$ cat src/rtl/assert_macros.svh
// assertion macros for the rtl of the life cellular automaton
// expects signals clk and rst_n in the scope of each use
`ifndef ASSERT_MACROS_SVH
`define ASSERT_MACROS_SVH

`ifndef ASSERT_OFF

`define ASSERT_IMP(label, ante, cons) \
  label: assert property (@(posedge clk) disable iff (!rst_n) (ante) |-> (cons)) \
    else $error("assertion failed: same-cycle implication");

`define ASSERT_NXT(label, ante, cons) \
  label: assert property (@(posedge clk) disable iff (!rst_n) (ante) |=> (cons)) \
    else $error("assertion failed: next-cycle implication");

`else

`define ASSERT_IMP(label, ante, cons)

`define ASSERT_NXT(label, ante, cons)

`endif

`endif

$ cat src/rtl/lca_pkg.sv
// shared types and constants of the life cellular automaton
// no dependencies
package lca_pkg;

  localparam int GRID_ROWS = 24;
  localparam int GRID_COLS = 80;

  localparam int ROW_AW = $clog2(GRID_ROWS);
  localparam int COL_AW = $clog2(GRID_COLS);
  localparam int ADV_CW = $clog2(GRID_ROWS + 1);

  localparam int MASK_W = 9;
  localparam int CNT_W  = 4;

  typedef logic [GRID_COLS-1:0] grid_row_t;
  typedef logic [ROW_AW-1:0]    row_idx_t;
  typedef logic [COL_AW-1:0]    col_idx_t;
  typedef logic [MASK_W-1:0]    rule_mask_t;

  typedef enum logic [1:0] {
    REQ_WRITE   = 2'd0,
    REQ_ADVANCE = 2'd1,
    REQ_READ    = 2'd2,
    REQ_NONE    = 2'd3
  } req_kind_t;

  localparam logic [1:0] CFG_BIRTH   = 2'd0;
  localparam logic [1:0] CFG_SURVIVE = 2'd1;

endpackage

$ cat src/rtl/lca_row_next.sv
// next generation of one grid row from the old row and its two neighbor rows
// depends on lca_pkg
module lca_row_next (
  input  lca_pkg::grid_row_t  prev_row,
  input  lca_pkg::grid_row_t  cur_row,
  input  lca_pkg::grid_row_t  nxt_row,
  input  lca_pkg::rule_mask_t birth_mask,
  input  lca_pkg::rule_mask_t survive_mask,
  output lca_pkg::grid_row_t  new_row
);

  localparam int PW = lca_pkg::GRID_COLS + 2;

  logic [PW-1:0] prev_pad;
  logic [PW-1:0] cur_pad;
  logic [PW-1:0] nxt_pad;

  // dead cells beyond the left and right edges
  assign prev_pad = {1'b0, prev_row, 1'b0};
  assign cur_pad  = {1'b0, cur_row, 1'b0};
  assign nxt_pad  = {1'b0, nxt_row, 1'b0};

  for (genvar c = 0; c < lca_pkg::GRID_COLS; c++) begin : g_cell
    logic [lca_pkg::CNT_W-1:0] cnt;

    assign cnt = lca_pkg::CNT_W'(prev_pad[c]) + lca_pkg::CNT_W'(prev_pad[c+1])
               + lca_pkg::CNT_W'(prev_pad[c+2]) + lca_pkg::CNT_W'(cur_pad[c])
               + lca_pkg::CNT_W'(cur_pad[c+2]) + lca_pkg::CNT_W'(nxt_pad[c])
               + lca_pkg::CNT_W'(nxt_pad[c+1]) + lca_pkg::CNT_W'(nxt_pad[c+2]);

    assign new_row[c] = cur_pad[c+1] ? survive_mask[cnt] : birth_mask[cnt];
  end

endmodule

$ cat src/rtl/life_cellular_automaton_unit.sv
// top level of the life cellular automaton: request handshake, row memory, sequencer
// depends on lca_pkg, lca_row_next and assert_macros.svh
//
// The grid lives in one row-wide memory (one entry per row, registered read), and one
// request is worked at a time. A cell write or read goes from acceptance to result in
// steps: the row read issued at acceptance, a read-modify-write or bit pick, and the
// result load. An advance reads each row once and writes it back once, through the
// single read and write port; a whole row of cells is ruled in parallel from three
// line buffers. Reset clears the grid at once through per-row valid bits, with no
// clearing pass. A new request is taken while the last result still waits on
// out_tready; a waiting result holds the next request only at its completion.
// Register writes are always ready.
`include "assert_macros.svh"

module life_cellular_automaton_unit (
  input  logic        clk,
  input  logic        rst_n,
  input  logic        in_tvalid,
  output logic        in_tready,
  input  logic [15:0] in_tdata,   // row[4:0], col[11:5], cell_value[12], zero fill
  input  logic [1:0]  in_tuser,   // req_type[1:0]
  output logic        out_tvalid,
  input  logic        out_tready,
  output logic [7:0]  out_tdata,  // cell_alive[0], zero fill
  output logic [1:0]  out_tuser,  // done_kind[1:0]
  input  logic        cfg_valid,
  output logic        cfg_ready,
  input  logic [1:0]  cfg_index,
  input  logic [8:0]  cfg_data
);

  typedef enum logic [2:0] {
    ST_IDLE,
    ST_CELL,
    ST_ADV_RD,
    ST_ADV_WR,
    ST_FIN
  } state_t;

  state_t                          state_r;
  lca_pkg::req_kind_t              kind_r;
  lca_pkg::row_idx_t               row_r;
  lca_pkg::col_idx_t               col_r;
  logic                            val_r;
  logic                            res_alive_r;
  logic [lca_pkg::ADV_CW-1:0]      adv_cnt_r;
  lca_pkg::grid_row_t              prev_r;
  lca_pkg::grid_row_t              cur_r;
  lca_pkg::rule_mask_t             birth_r;
  lca_pkg::rule_mask_t             survive_r;
  logic                            out_valid_r;
  logic                            out_alive_r;
  lca_pkg::req_kind_t              out_kind_r;
  logic [lca_pkg::GRID_ROWS-1:0]   row_valid_r;

  lca_pkg::grid_row_t              grid_mem [lca_pkg::GRID_ROWS];
  lca_pkg::grid_row_t              rdata_r;
  logic                            rvalid_r;

  lca_pkg::req_kind_t              in_kind;
  logic [4:0]                      in_row;
  logic [6:0]                      in_col;
  logic                            in_val;
  logic                            in_inside;
  logic                            in_acc;

  logic                            mem_re;
  lca_pkg::row_idx_t               mem_raddr;
  logic                            mem_we;
  lca_pkg::row_idx_t               mem_waddr;
  lca_pkg::grid_row_t              mem_wdata;

  lca_pkg::grid_row_t              base_row;
  lca_pkg::grid_row_t              incoming_row;
  lca_pkg::grid_row_t              new_row;
  logic                            adv_more;

  assign in_kind   = lca_pkg::req_kind_t'(in_tuser);
  assign in_row    = in_tdata[4:0];
  assign in_col    = in_tdata[11:5];
  assign in_val    = in_tdata[12];
  assign in_inside = (32'(in_row) < lca_pkg::GRID_ROWS) && (32'(in_col) < lca_pkg::GRID_COLS);
  assign in_acc    = in_tvalid && in_tready;

  assign in_tready  = (state_r == ST_IDLE);
  assign out_tvalid = out_valid_r;
  assign out_tdata  = {7'b0, out_alive_r};
  assign out_tuser  = out_kind_r;
  assign cfg_ready  = 1'b1;

  assign adv_more     = (32'(adv_cnt_r) < lca_pkg::GRID_ROWS);
  assign base_row     = rvalid_r ? rdata_r : '0;
  assign incoming_row = (adv_more && rvalid_r) ? rdata_r : '0;

  lca_row_next u_row_next (
    .prev_row     (prev_r),
    .cur_row      (cur_r),
    .nxt_row      (incoming_row),
    .birth_mask   (birth_r),
    .survive_mask (survive_r),
    .new_row      (new_row)
  );

  always_comb begin
    mem_re    = 1'b0;
    mem_raddr = row_r;
    mem_we    = 1'b0;
    mem_waddr = row_r;
    mem_wdata = base_row;
    unique case (state_r)
      ST_IDLE: begin
        if (in_acc && in_inside &&
            (in_kind == lca_pkg::REQ_WRITE || in_kind == lca_pkg::REQ_READ)) begin
          mem_re    = 1'b1;
          mem_raddr = lca_pkg::row_idx_t'(in_row);
        end
      end
      ST_CELL: begin
        if (kind_r == lca_pkg::REQ_WRITE) begin
          mem_we           = 1'b1;
          mem_wdata[col_r] = val_r;
        end
      end
      ST_ADV_RD: begin
        if (adv_more) begin
          mem_re    = 1'b1;
          mem_raddr = adv_cnt_r[lca_pkg::ROW_AW-1:0];
        end
      end
      ST_ADV_WR: begin
        if (adv_cnt_r != '0) begin
          mem_we    = 1'b1;
          mem_waddr = lca_pkg::row_idx_t'(adv_cnt_r - 1'b1);
          mem_wdata = new_row;
        end
      end
      ST_FIN: begin
      end
      default: begin
      end
    endcase
  end

  // row memory
  always_ff @(posedge clk) begin
    if (mem_we) begin
      grid_mem[mem_waddr] <= mem_wdata;
    end
    if (mem_re) begin
      rdata_r <= grid_mem[mem_raddr];
    end
  end

  always_ff @(posedge clk) begin
    if (!rst_n) begin
      state_r     <= ST_IDLE;
      out_valid_r <= 1'b0;
      row_valid_r <= '0;
      rvalid_r    <= 1'b0;
      birth_r     <= lca_pkg::rule_mask_t'(8);
      survive_r   <= lca_pkg::rule_mask_t'(12);
    end else begin
      if (cfg_valid && cfg_ready) begin
        unique case (cfg_index)
          lca_pkg::CFG_BIRTH:   birth_r   <= cfg_data;
          lca_pkg::CFG_SURVIVE: survive_r <= cfg_data;
          default: begin
          end
        endcase
      end

      if (mem_re) begin
        rvalid_r <= row_valid_r[mem_raddr];
      end
      if (mem_we) begin
        row_valid_r[mem_waddr] <= 1'b1;
      end

      if (out_valid_r && out_tready && state_r != ST_FIN) begin
        out_valid_r <= 1'b0;
      end

      unique case (state_r)
        ST_IDLE: begin
          if (in_acc) begin
            kind_r      <= in_kind;
            row_r       <= lca_pkg::row_idx_t'(in_row);
            col_r       <= lca_pkg::col_idx_t'(in_col);
            val_r       <= in_val;
            res_alive_r <= 1'b0;
            adv_cnt_r   <= '0;
            prev_r      <= '0;
            cur_r       <= '0;
            unique case (in_kind)
              lca_pkg::REQ_WRITE,
              lca_pkg::REQ_READ:    state_r <= in_inside ? ST_CELL : ST_FIN;
              lca_pkg::REQ_ADVANCE: state_r <= ST_ADV_RD;
              lca_pkg::REQ_NONE:    state_r <= ST_FIN;
              default:              state_r <= ST_FIN;
            endcase
          end
        end
        ST_CELL: begin
          if (kind_r == lca_pkg::REQ_READ) begin
            res_alive_r <= base_row[col_r];
          end
          state_r <= ST_FIN;
        end
        ST_ADV_RD: begin
          state_r <= ST_ADV_WR;
        end
        ST_ADV_WR: begin
          prev_r <= cur_r;
          cur_r  <= incoming_row;
          if (adv_more) begin
            adv_cnt_r <= adv_cnt_r + 1'b1;
            state_r   <= ST_ADV_RD;
          end else begin
            state_r <= ST_FIN;
          end
        end
        ST_FIN: begin
          if (!out_valid_r || out_tready) begin
            out_valid_r <= 1'b1;
            out_alive_r <= res_alive_r;
            out_kind_r  <= kind_r;
            state_r     <= ST_IDLE;
          end
        end
        default: state_r <= ST_IDLE;
      endcase
    end
  end

  `ASSERT_IMP(a_alive_only_on_read, out_valid_r && out_kind_r != lca_pkg::REQ_READ, !out_alive_r)
  `ASSERT_NXT(a_busy_after_accept, in_acc, state_r != ST_IDLE)
  `ASSERT_IMP(a_adv_count_bound, state_r == ST_ADV_WR, 32'(adv_cnt_r) <= lca_pkg::GRID_ROWS)
  `ASSERT_IMP(a_no_rw_overlap, mem_we && mem_re, mem_waddr != mem_raddr)

endmodule

$ cat config.mk
export PLATFORM = sky130hd
export DESIGN_NAME = life_cellular_automaton_unit
export DESIGN_NICKNAME = d
export VERILOG_FILES = /design/src/rtl/lca_pkg.sv /design/src/rtl/lca_row_next.sv /design/src/rtl/life_cellular_automaton_unit.sv
export VERILOG_INCLUDE_DIRS = /design/src /design/src/rtl
export SDC_FILE = /design/constraint.sdc
export NUM_CORES = 2
export LEC_CHECK = 0
export BUFFER_PORTS_ARGS = -buffer_cell sky130_fd_sc_hd__buf_2
export CAP_MARGIN = 30
export CORE_ASPECT_RATIO = 0.6
export CORE_MARGIN = 5
export CORE_UTILIZATION = 44
export CTS_BUF_LIST = sky130_fd_sc_hd__clkbuf_8
export CTS_CLUSTER_DIAMETER = 40
export DETAILED_ROUTE_END_ITERATION = 10
export SYNTH_ARGS = -nofsm -noshare
export SYNTH_HDL_FRONTEND = slang
export SYNTH_SLANG_ARGS = --single-unit
$ cat constraint.sdc
create_clock -name clk -period 45.9 [get_ports clk]
set_input_delay 9.18 -clock clk [delete_from_list [all_inputs] [get_ports clk]]
set_output_delay 9.18 -clock clk [all_outputs]
set_load 0.02 [all_outputs]
==> impl_metrics.tcl <==
set metrics [dict create \
    outcome "completed" \
    cp_max_fo 45 \
    netSwitchingPower_mw 1.390 \
    worstSetupPathType "input pin to register" \
    maxSlewHeadroom_pct 25.51 \
    dieArea_um2 269300 \
    drt_pass1_iterations 7 \
    final.period_utilization_pct 30.91 \
    synth_commonest_cells "2184 x edfxtp_1, 875 x mux4_2, 524 x inv_1" \
    ys_types 81 \
    final_antenna_net_count 0 \
    synth-seq-cells 2231 \
    h-tree-depth 5 \
    core_um2 257100 \
    synth_top_area_share_pct 57.61 \
    synth_cells 6872 \
    synth_edf_count 2184 \
    fillers 21460 \
    cts_sinks 2231 \
    pwr-share-clk_pct 32.4 \
    ctsHoldBuffers 0 \
    netSwitchingFraction_pct 28.10 \
    regArea_um2 66600 \
    grt_usage_pct 25.30 \
    top_level_ports 47 \
    power_per_cell_area_nw_per_um2 39.58 \
    total_power_mw 4.948 \
    totalWireLength_um 346000 \
    place.gp.congestion 0.9130 \
    grt_pass1_vias 66750 \
    antenna_found_initial 9 \
    vias 67980 \
    finalMaxSlewViolations 0 \
    p_comb_share_pct 20.7 \
    drv_cap 0 \
    die_h_um 404.0 \
    drive_above_1_share_pct 24.73 \
    seqPwrFrac_pct 46.9 \
    yosys.area.top_type "edfxtp_1" \
    port_buffers 35 \
    grt_pass1_wl_um 493100 \
    avgRoutedWirePerCell_um 32.49 \
    cp.arrival_ps 14830 \
    vdd_ir_drop_max_v 0.00002602 \
    initial_utilization_pct 44.28 \
    fin_tns_setup_ps 0 \
    die_x_um 666.7 \
    critical_path_required_ps 46540 \
    area_growth_pct 9.820 \
    ys.flop_type "edfxtp_1" \
    grt_start_max_net_pins 145 \
    ys_async_sr_fraction_pct 0 \
    clock_skew_ps 66.88 \
    multi_input_area_um2 43350 \
    post_cts_resized 0 \
    num_rows 144 \
    post-synth-top-count-cell "edfxtp_1" \
    rsz0062_at_grt "no" \
    cts_setup_buffers 0 \
    drc 0 \
    min_path_type "register to register" \
    cts_buffers 339 \
    p_int_mw 3.558 \
    clock_latency_ps 970 \
    grt-ovfl-total 0 \
    viasPerCell 6.384 \
    nNetsFinal 7544 \
    cp-end-kind "register" \
    period_needed_ps 14190 \
    cts_tree "built" \
    worst_pin_slew_ps 1117 \
    leakagePower_nw 43.00 \
    fmaxAchievable_mhz 70.49 \
    first_iter_violations 8969 \
    setup_viol 0 \
    clockBufferDepth 4 \
    cp-start-kind "input pin" \
    synth_warnings 0 \
    ys_seq_area_share_pct 58.43 \
    avgSynthCellArea_um2 16.57 \
    dp_hpwl_um 196100 \
    hold_viol 0 \
    synth.area.top_cells "edfxtp_1 58%, mux4_2 17%, fa_1 4.3%" \
    root_buffer "clkbuf_8" \
    syn-cell-area_um2 113800 \
    clk_transition_reported_paths_ps 70 \
]
[state kept, by name, summed over array words and instances (netlist names), 5 cells and up]
register and cells:
row_r 5, adv_cnt_r 5, col_r 7, survive_r 9, birth_r 9, grid_mem 1920, cur_r 80, row_valid_r 24
rdata_r 80, prev_r 80
[power by group through the flow]
stage	clock network [mW]	logic (mW)	registers [mW]
finish	1.60	1.02	2.32
global route	1.73	1.11	2.32
CTS	1.63	1.02	2.32
detailed placement	0	1.01	2.37
global placement	0	0.984	2.37
floorplan	0	0.794	2.34
[final timing paths]
kind / slack, ps / cells after the start / endpoint / from
min reg2reg: 460 / 1 / row_valid_r[0] / row_valid_r[0]
max reg2reg: 39460 / 12 / rdata_r[44] / state_r[2]
max: 31710 / 13 / rdata_r[44] / in_tvalid
min: 460 / 1 / row_valid_r[0] / row_valid_r[0]
[metal layers]
metal | up-vias | track usage (%) | part of all wire, %
met3 | 590 | 6.579 | 11
met2 | 4252 | 36.46 | 43
met4 | 4 | 6.409 | 2.6
met5 | - | 0 | 0.0084
met1 | 35730 | 38.35 | 43
li1 | 27410 | - | -
[final cells by class]
type / instances / share of cell area, %
diodes: 7 / 0.01401
inverters: 524 / 1.573
repair buffers: 262 / 1.969
flip-flops and latches: 2231 / 53.27
multi-input cells: 3595 / 34.67
clock buffers: 346 / 3.809
clock inverters: 253 / 1.263
well taps: 3431 / 3.434
[through the flow]
stage               util (%)  setup slack, ps  instance area, um^2  std cells  hold WS, ps
floorplan                  -            24680               113900       6878        400.3
detailed placement     46.01            30250               118300      10020        445.0
CTS                    48.47            31280               124600      10620        461.1
global placement       45.82            30230               117800       9997        442.9
finish                 48.63            31710               125000      10650        459.6
global route           48.62            31150               125000      10650        483.8
[layout by cell type, fill, tap and decap left out, types with 21 or more instances in the layout]
master	n
edfxtp_1	2184
mux4_2	875
inv_1	614
clkbuf_8	346
ha_1	311
nor2_1	272
o22ai_1	257
fa_1	246
mux2i_1	237
buf_4	177
nand2_1	156
nand3_1	143
a21oi_1	102
xor2_1	101
nor3_1	79
o21ai_0	77
nor2b_1	73
clkinv_1	72
o21a_1	57
xnor2_1	51
a31oi_1	49
a211oi_1	43
a211oi_2	40
buf_2	36
clkinv_2	35
nand3b_1	34
dfxtp_1	27
or2_2	25
buf_8	25
a21o_1	24
nor2_4	24
a311oi_1	21
[logic make-up (layout without fill, tap and decap cells)]
group,Yosys count,after routing,share of synthesized area [%]
adders and majority gates,557,557,7.744
buffers and inverters,1052,1385,4.018
other,2,15,0.006597
DFF,2231,2231,58.43
muxes,1129,1129,19.65
xor gates and xnor gates,152,152,1.169
AOI/OAI and AO/OA,831,831,5.058
and+or+nand+nor,918,918,3.918
[worst max-delay path: stages]
cell and delay, ps:
buf_2 130, nor4b_4 190, buf_4 250, and3_1 420, o211a_4 690, buf_4 830
buf_4 270, buf_16 290, buf_4 690, buf_4 720, mux4_2 580, mux2i_1 230
a211oi_1 110
No activity file was read; power rests on OpenSTA's default activity.
